### config.mk
export PLATFORM = sky130hd
export DESIGN_NAME = jwct_cell
export DESIGN_NICKNAME = d
export VERILOG_FILES = /design/src/jwct_cell.sv
export SDC_FILE = /design/constraint.sdc
export NUM_CORES = 1
export LEC_CHECK = 0
export BUFFER_PORTS_ARGS = -buffer_cell sky130_fd_sc_hd__buf_2
export CAP_MARGIN = 10
export CORE_MARGIN = 2
export CORE_UTILIZATION = 47
export DETAILED_ROUTE_END_ITERATION = 8
export PLACE_DENSITY = 0.8
export SLEW_MARGIN = 20
export SYNTH_ARGS = -nofsm -noshare
export SYNTH_HDL_FRONTEND = slang
export SYNTH_SLANG_ARGS = --single-unit
export TNS_END_PERCENT = 5
### constraint.sdc
create_clock -name clk -period 2.9 [get_ports clk]
set_input_delay 0.58 -clock clk [delete_from_list [all_inputs] [get_ports clk]]
set_output_delay 0.58 -clock clk [all_outputs]
set_load 0.03 [all_outputs]
### src/jwct_cell.sv
`default_nettype none
module jwct_cell #(
	parameter int IDX        = 0,
	parameter int BLOCK_BITS = 48,
	parameter int SLOT_W     = 7,
	parameter int CNT_W      = 8
) (
	input  wire logic                  clk,
	input  wire logic                  arst_n,
	input  wire logic [CNT_W-1:0]      count,
	input  wire logic                  wr_en,
	input  wire logic [SLOT_W-1:0]     wr_idx,
	input  wire logic [BLOCK_BITS-1:0] wr_key,
	input  wire logic                  tok_in_valid,
	input  wire logic [BLOCK_BITS-1:0] tok_in_key,
	input  wire logic                  tok_in_found,
	input  wire logic [SLOT_W-1:0]     tok_in_slot,
	output logic                       tok_out_valid,
	output logic [BLOCK_BITS-1:0]      tok_out_key,
	output logic                       tok_out_found,
	output logic [SLOT_W-1:0]          tok_out_slot
);

	logic [BLOCK_BITS-1:0] key_q;
	logic                  match;

	always_ff @(posedge clk) begin
		if (wr_en && wr_idx == SLOT_W'(IDX)) begin
			key_q <= wr_key;
		end
	end

	assign match = !tok_in_found && (CNT_W'(IDX) < count) && (key_q == tok_in_key);

	always_ff @(posedge clk or negedge arst_n) begin
		if (!arst_n) begin
			tok_out_valid <= 1'b0;
		end else begin
			tok_out_valid <= tok_in_valid;
		end
	end

	always_ff @(posedge clk) begin
		tok_out_key   <= tok_in_key;
		tok_out_found <= tok_in_found || match;
		tok_out_slot  <= match ? SLOT_W'(IDX) : tok_in_slot;
	end

endmodule
`default_nettype wire

==> impl_metrics.prom, run 1 <==
# TYPE chip_impl_metric gauge
chip_impl_info{name="status",value="finished, final reports clean"} 1
chip_impl_metric{name="io_buffer_count",unit=""} 179
chip_impl_info{name="worst_hold_path.endpoint",value="tok_out_valid"} 1
chip_impl_metric{name="syn_nets",unit=""} 312
chip_impl_metric{name="ys_ff_latch",unit=""} 105
chip_impl_metric{name="area_of_all_sequential_standard_cells",unit="um^2"} 2587
chip_impl_metric{name="router_iterations_before_antenna_repair",unit=""} 4
chip_impl_metric{name="number_of_maximum_capacitance_violations",unit=""} 0
chip_impl_metric{name="synth_cell_type_count",unit=""} 21
chip_impl_info{name="worst_hold_startpoint",value="tok_in_valid"} 1
chip_impl_metric{name="wl_per_cell",unit="um"} 14.38
chip_impl_metric{name="number_of_drc_markers_after_the_initial_detailed_route_iteration",unit=""} 37
chip_impl_metric{name="r2r_cells",unit=""} 5
chip_impl_info{name="predominant_post_synthesis_flop_cell",value="dfxtp_1"} 1
chip_impl_metric{name="synth_top_cell_area_share",unit="%"} 44.32
chip_impl_metric{name="crit_path_max_incr_delay",unit="ps"} 530
chip_impl_metric{name="final_design_area_no_fill",unit="um^2"} 4464
chip_impl_metric{name="final-max-slew-violation-count",unit=""} 0
chip_impl_metric{name="dr_total_vias",unit=""} 2152
chip_impl_metric{name="rows",unit=""} 30
chip_impl_metric{name="setup_viol",unit=""} 0
chip_impl_metric{name="yosys_warnings",unit=""} 0
chip_impl_metric{name="num-nets-final",unit=""} 505
chip_impl_metric{name="cts-htree-levels",unit=""} 3
chip_impl_info{name="synth_most_common_cell",value="dfxtp_1"} 1
chip_impl_info{name="crit_path_cell_trace",value="xor2_1 -> nor4_1 -> nand4_1 -> nor4_4 -> a21boi_1"} 1
chip_impl_metric{name="netlist_instances",unit=""} 189
chip_impl_metric{name="max_slew.worst_pin.slew",unit="ps"} 461.4
chip_impl_metric{name="path_buf_inv",unit=""} 0
chip_impl_metric{name="power.ir.vdd_worst",unit="mV"} 0.4046
chip_impl_metric{name="skew",unit="ps"} 7.129
chip_impl_metric{name="period_share",unit="%"} 68.17
chip_impl_metric{name="multiInputGateArea",unit="um^2"} 650.6
chip_impl_info{name="synth_top_area_cell",value="edfxtp_1"} 1
chip_impl_metric{name="hold_path_depth",unit=""} 1
chip_impl_metric{name="whs",unit="ps"} 331.5
chip_impl_info{name="synth.top_cells.by_count",value="56 x dfxtp_1, 48 x edfxtp_1, 33 x xor2_1"} 1
chip_impl_metric{name="antennaDiodeCount",unit=""} 0
chip_impl_metric{name="total_leakage_power",unit="nW"} 1.992
chip_impl_info{name="largest_delay_share_family_worst_path",value="simple AND/OR/NAND/NOR gates"} 1
chip_impl_info{name="critical_path.startpoint_type",value="flip-flop"} 1
chip_impl_info{name="cpMaxStageDelayCell",value="nor4_4"} 1
chip_impl_info{name="cts.root.buffer_cell",value="clkbuf_8"} 1
chip_impl_info{name="regToRegStartpoint",value="key_q[31]"} 1
chip_impl_metric{name="fmaxAchievable",unit="GHz"} 0.5059
chip_impl_metric{name="crit_fanout",unit=""} 8
chip_impl_metric{name="finalSetupTns",unit="ps"} 0
chip_impl_metric{name="global_route.overflow_total",unit=""} 0
chip_impl_info{name="hold_path_class",value="in2reg"} 1
chip_impl_metric{name="pin_count",unit=""} 180
chip_impl_metric{name="timing.max_slew.rel_slack",unit="%"} 69.01
chip_impl_metric{name="initial_utilization",unit="%"} 48.13
chip_impl_metric{name="clk_transition_reported_paths",unit="ps"} 100
chip_impl_metric{name="critical_path_arrival",unit="ps"} 2190
chip_impl_metric{name="gpl.final_weighted_congestion",unit=""} 0.7086
chip_impl_metric{name="synthToLayoutAreaGrowth",unit="%"} 37.28
chip_impl_metric{name="fill_cells",unit=""} 513
chip_impl_metric{name="postSynth.asyncResetShare",unit="%"} 0.9524
chip_impl_metric{name="finalWirelength",unit="mm"} 6.717
chip_impl_metric{name="seq_area_frac_synth",unit="%"} 79.57
chip_impl_metric{name="share_of_cells_above_drive_strength_1",unit="%"} 51.68
chip_impl_metric{name="max-clock-path-buffers",unit=""} 2
chip_impl_metric{name="final_hold_viol_count",unit=""} 0
chip_impl_metric{name="floorplan.core_area",unit="um^2"} 6756
chip_impl_info{name="timing.setup.critical_path_class",value="reg2reg"} 1
chip_impl_metric{name="critical_path_cell_count",unit=""} 5
chip_impl_info{name="ys_top_cells_by_area",value="edfxtp_1 44%, dfxtp_1 34%, xor2_1 8.9%, xnor2_1 3.0%, nor4_1 2.1%"} 1
chip_impl_metric{name="post-route-min-period",unit="ps"} 1977
chip_impl_metric{name="grt_antenna_before_repair",unit=""} 0
chip_impl_metric{name="finalCoreUtilization",unit="%"} 66.07
chip_impl_metric{name="worstPathRequired",unit="ps"} 3110
chip_impl_metric{name="grt_max_degree",unit=""} 29
chip_impl_metric{name="power.density",unit="nW/um^2"} 605.3
chip_impl_metric{name="grt.total_usage",unit="%"} 18.00
chip_impl_metric{name="via_per_inst",unit=""} 4.608
chip_impl_info{name="cp-end-kind",value="flip-flop"} 1
chip_impl_metric{name="synthesis.area_per_instance",unit="um^2"} 17.21
chip_impl_info{name="timing.rr.end",value="tok_out_slot[6]"} 1
chip_impl_metric{name="rrSetupSlack",unit="ps"} 920
chip_impl_metric{name="dieHeight",unit="um"} 87.18
chip_impl_metric{name="numCtsBuffers",unit=""} 9
chip_impl_metric{name="clock_sinks",unit=""} 105
chip_impl_metric{name="number_of_global_route_vias_before_repair",unit=""} 2210
chip_impl_info{name="setup_repair_after_global_routing_missed_its_margin",value="false"} 1
chip_impl_metric{name="die_x",unit="um"} 87.18
chip_impl_metric{name="count_of_flip_flops_with_a_built_in_enable_after_synthesis",unit=""} 48
chip_impl_metric{name="setup_slack",unit="ps"} 923.1
chip_impl_metric{name="dpl_cell_area",unit="um^2"} 4264
chip_impl_metric{name="clock_insertion_delay_worst_skew",unit="ps"} 350
chip_impl_metric{name="grt_pass1_wl",unit="mm"} 10.02
chip_impl_metric{name="dp_slack",unit="ps"} 573.5
chip_impl_info{name="cts_tree",value="done"} 1
chip_impl_metric{name="drc_errors",unit=""} 0
chip_impl_metric{name="area_of_the_die",unit="um^2"} 7600
chip_impl_metric{name="netlist_area",unit="um^2"} 3252
chip_impl_metric{name="detailed_place_hpwl",unit="mm"} 5.340
chip_impl_metric{name="ant_nets",unit=""} 0
==> state kept, by name, indices dropped and copies added, names as in the netlist <==
signal         count
key_q             48
tok_out_found      1
tok_out_slot       7
tok_out_valid      1
tok_out_key       48
==> routing by layer <==
metal / global-route usage (%) / up-vias / wire, um
met5: 0 / - / 0
met4: 5.035 / 0 / 52
met3: 7.393 / 5 / 591
met2: 33.10 / 115 / 3549
met1: 18.79 / 970 / 2524
li1: - / 1062 / -
==> cells in the final DEF, fill, tap and decap left out, types with 2 or more instances in the layout <==
master,n
clkbuf_8,9
nand2_1,3
nor4_1,11
buf_4,2
xnor2_1,11
edfxtp_1,48
nand4_1,4
clkinvlp_4,2
a21boi_1,7
xor2_1,33
dfxtp_1,56
buf_2,179
clkinv_4,2
inv_1,4
==> layout make-up <==
cell class,count,area share [%]
clock buffers,10,3.335
flip-flops and latches,105,57.96
multi-input cells,80,14.57
well taps,80,2.242
repair buffers,182,20.63
clock inverters,6,0.9249
inverters,4,0.3363
==> worst max path at each step <==
stage / start / to
floorplan: wr_idx[1] / key_q[0]
global placement: tok_in_key[19] / tok_out_slot[0]
detailed placement: tok_in_key[36] / tok_out_slot[6]
CTS: key_q[19] / tok_out_slot[6]
global route: key_q[36] / tok_out_slot[2]
finish: key_q[31] / tok_out_slot[6]
==> where the power goes <==
group	total, mW	switching [mW]	internal, mW	leakage (nW)
logic	0.265	0.155	0.110	0.985
clock network	0.838	0.475	0.363	0.0910
registers	1.60	0.0103	1.59	0.916
==> per-stage QoR <==
stage	power [mW]	instances
floorplan	1.758	189
global placement	1.892	450
detailed placement	1.900	450
CTS	2.724	467
global route	2.811	467
finish	2.702	467
==> kinds of logic after synthesis <==
logic type	synth area share [%]
DFF	79.57
xor gates and xnor gates	11.85
and+or+nand+nor	5.386
AOI/OAI and AO/OA	2.732
buffers and inverters	0.4616
==> repair_timing <==
| action | in CTS | in global routing |
|---|---|---|
| hold buffers | 1 | 0 |
| gates resized for setup | 0 | 0 |
| buffers inserted | 0 | 0 |
| endpoints found under the hold margin | 1 | 0 |
| endpoints found under the setup margin | 0 | 0 |
Power figures use the tool's default switching activity.
==> run 2, diff against run 1 <==
--- a/config.mk
+++ b/config.mk
@@ -8,9 +8,9 @@
 export BUFFER_PORTS_ARGS = -buffer_cell sky130_fd_sc_hd__buf_2
 export CAP_MARGIN = 10
 export CORE_MARGIN = 2
-export CORE_UTILIZATION = 47
+export CORE_UTILIZATION = 39
 export DETAILED_ROUTE_END_ITERATION = 8
-export PLACE_DENSITY = 0.8
+export PLACE_DENSITY = 0.71
 export SLEW_MARGIN = 20
 export SYNTH_ARGS = -nofsm -noshare
 export SYNTH_HDL_FRONTEND = slang
==> constraint.sdc (replaced) <==
create_clock -name clk -period 1.8 [get_ports clk]
set_input_delay 0.36 -clock clk [delete_from_list [all_inputs] [get_ports clk]]
set_output_delay 0.36 -clock clk [all_outputs]
set_load 0.03 [all_outputs]
==> run 2 against run 1 <==
  * Die area rose by 20%
  * Clock power rose by 91%
  * Setup slack got worse by 810 ps
  * Maximum frequency up 18%
  * Global-route usage shrank 4.0 points
  * Sequential cell count stayed put
  * Register-to-register slack worse by 810 ps
  * First-iteration DRC count decreased by 51%
  * Core utilization is 9.3 points lower
  * Combinational power increased by 62%
==> impl_metrics.prom, run 2 (synthesized netlist as in run 1, its figures left out) <==
# TYPE chip_impl_metric gauge
chip_impl_info{name="status",value="finished, final reports clean"} 1
chip_impl_info{name="timing.setup.critical_path_class",value="reg2reg"} 1
chip_impl_metric{name="antennaDiodeCount",unit=""} 0
chip_impl_info{name="final_common_cell",value="buf_2"} 1
chip_impl_info{name="crit_path_start",value="key_q[10]"} 1
chip_impl_info{name="cts.root.buffer_cell",value="clkbuf_8"} 1
chip_impl_metric{name="power.sequential.fraction",unit="%"} 55.9
chip_impl_metric{name="grt_max_degree",unit=""} 31
chip_impl_metric{name="detailed_place_hpwl",unit="mm"} 5.130
chip_impl_metric{name="skew",unit="ps"} 7.177
chip_impl_metric{name="crit_path_max_incr_delay",unit="ps"} 380
chip_impl_metric{name="path_buf_inv",unit=""} 1
chip_impl_metric{name="rows",unit=""} 33
chip_impl_info{name="regToRegStartpoint",value="key_q[10]"} 1
chip_impl_metric{name="total_leakage_power",unit="nW"} 2.036
chip_impl_info{name="worst_hold_startpoint",value="tok_in_valid"} 1
chip_impl_info{name="hold_path_class",value="in2reg"} 1
chip_impl_metric{name="grt.total_usage",unit="%"} 13.97
chip_impl_metric{name="dr_total_vias",unit=""} 2169
chip_impl_metric{name="ant_nets",unit=""} 0
chip_impl_info{name="reg_top3",value="key_q (48), tok_out_key (48), tok_out_slot (7)"} 1
chip_impl_metric{name="number_of_maximum_capacitance_violations",unit=""} 0
chip_impl_info{name="critical_path.startpoint_type",value="flip-flop"} 1
chip_impl_metric{name="initial_utilization",unit="%"} 39.98
chip_impl_metric{name="number_of_global_route_vias_before_repair",unit=""} 2105
chip_impl_metric{name="worstPathRequired",unit="ps"} 2040
chip_impl_metric{name="max-clock-path-buffers",unit=""} 2
chip_impl_metric{name="switching_share",unit="%"} 21.67
chip_impl_metric{name="power.combinational.fraction",unit="%"} 9.3
chip_impl_metric{name="critical_path_arrival",unit="ps"} 1920
chip_impl_metric{name="number_of_drc_markers_after_the_initial_detailed_route_iteration",unit=""} 18
chip_impl_info{name="largest_delay_share_family_worst_path",value="simple AND/OR/NAND/NOR gates"} 1
chip_impl_metric{name="final_design_area_no_fill",unit="um^2"} 4614
chip_impl_metric{name="area_of_the_die",unit="um^2"} 9085
chip_impl_metric{name="power.share.clock",unit="%"} 34.8
chip_impl_metric{name="finalWirelength",unit="mm"} 6.479
chip_impl_info{name="cpMaxStageDelayCell",value="edfxtp_1"} 1
chip_impl_metric{name="gpl.final_weighted_congestion",unit=""} 0.7066
chip_impl_metric{name="design_power",unit="mW"} 4.607
chip_impl_info{name="cts_tree",value="done"} 1
chip_impl_metric{name="clock_sinks",unit=""} 105
chip_impl_info{name="crit_path_cell_trace",value="xor2_1 -> nor4_1 -> nand4_1 -> nor3_4 -> buf_6 -> a21boi_1"} 1
chip_impl_metric{name="via_per_inst",unit=""} 4.391
chip_impl_metric{name="max_slew.worst_pin.slew",unit="ps"} 302.0
chip_impl_metric{name="numCtsBuffers",unit=""} 9
chip_impl_metric{name="drc_errors",unit=""} 0
chip_impl_metric{name="synthToLayoutAreaGrowth",unit="%"} 41.90
chip_impl_metric{name="period_share",unit="%"} 93.44
chip_impl_metric{name="netSwitchingPower",unit="mW"} 0.9983
chip_impl_metric{name="floorplan.core_area",unit="um^2"} 8134
chip_impl_metric{name="power.ir.vdd_worst",unit="mV"} 0.6031
chip_impl_metric{name="finalCoreUtilization",unit="%"} 56.73
chip_impl_metric{name="timing.max_slew.rel_slack",unit="%"} 79.68
chip_impl_info{name="cp-end-kind",value="flip-flop"} 1
chip_impl_metric{name="clock_insertion_delay_worst_skew",unit="ps"} 350
chip_impl_metric{name="num-nets-final",unit=""} 507
chip_impl_metric{name="pin_count",unit=""} 180
chip_impl_metric{name="global_route.overflow_total",unit=""} 0
chip_impl_metric{name="grt_pass1_wl",unit="mm"} 9.411
chip_impl_metric{name="share_of_cells_above_drive_strength_1",unit="%"} 53.21
chip_impl_metric{name="setup_viol",unit=""} 0
chip_impl_metric{name="cts-htree-levels",unit=""} 3
chip_impl_metric{name="clk_transition_reported_paths",unit="ps"} 100
chip_impl_metric{name="cellInternalPower",unit="mW"} 3.609
chip_impl_metric{name="dpl_cell_area",unit="um^2"} 4328
chip_impl_metric{name="grt_antenna_before_repair",unit=""} 0
chip_impl_metric{name="fmaxAchievable",unit="GHz"} 0.5946
chip_impl_metric{name="whs",unit="ps"} 106.0
chip_impl_metric{name="final-max-slew-violation-count",unit=""} 0
chip_impl_info{name="setup_repair_after_global_routing_missed_its_margin",value="false"} 1
chip_impl_metric{name="io_buffer_count",unit=""} 179
chip_impl_metric{name="dieHeight",unit="um"} 95.32
chip_impl_metric{name="wl_per_cell",unit="um"} 13.12
chip_impl_metric{name="power.density",unit="nW/um^2"} 998.4
chip_impl_metric{name="crit_fanout",unit=""} 8
chip_impl_metric{name="post-route-min-period",unit="ps"} 1682
chip_impl_metric{name="router_iterations_before_antenna_repair",unit=""} 5
chip_impl_info{name="commonest_cells_after_routing_fill_and_taps_aside",value="179 x buf_2, 56 x dfxtp_1, 48 x edfxtp_1, 33 x xor2_1, 11 x xnor2_1"} 1
chip_impl_metric{name="die_x",unit="um"} 95.32
chip_impl_metric{name="final_hold_viol_count",unit=""} 0
## run 2: repair_timing
action,in CTS,in global routing
hold buffers,1,0
setup endpoints to repair,8,8
pin swaps,4,5
buffers inserted,0,1
resized for setup,2,5
endpoints found under the hold margin,1,0
## run 2: layout make-up
class | count | area [um^2]
inverters | 4 | 15.01
clock inverters | 4 | 73.82
fillers | 715 | 3520
well taps | 105 | 131.4
repair buffers | 184 | 964.7
clock buffers | 12 | 156.4
multi-input cells | 80 | 685.7
flip-flops and latches | 105 | 2587
## run 2: worst paths after layout
check                             endpoint  slack, ps  cells past startpoint
max reg2reg                tok_out_slot[1]        120                      6
min reg2reg                tok_out_slot[3]        840                      5
min in group asynchronous    tok_out_valid        300                      2
min                          tok_out_valid        110                      1
max in group asynchronous    tok_out_valid       1420                      2
max                        tok_out_slot[1]        120                      6
## run 2: routing by layer
metal  track usage (%)  share of wire (%)
met4             4.710                1.4
met5                 0                  0
met2             25.12                 52
met3             6.087                 11
met1             14.48                 36
## run 2: power by group through the flow
| stage | combinational (mW) | clock (mW) | sequential, mW |
|---|---|---|---|
| finish | 0.430 | 1.60 | 2.58 |
| global route | 0.465 | 1.75 | 2.58 |
| CTS | 0.432 | 1.65 | 2.58 |
| detailed placement | 0.427 | 0 | 2.63 |
| global placement | 0.419 | 0 | 2.63 |
| floorplan | 0.0583 | 0 | 2.77 |
## run 2: stage by stage
stage	instances	TNS (ps)	worst slack, ps
finish	494	0	118.1
global route	494	0	0.01776
CTS	493	0	39.77
detailed placement	476	-1304	-176.4
global placement	476	-1185	-153.0
floorplan	189	0	10.27
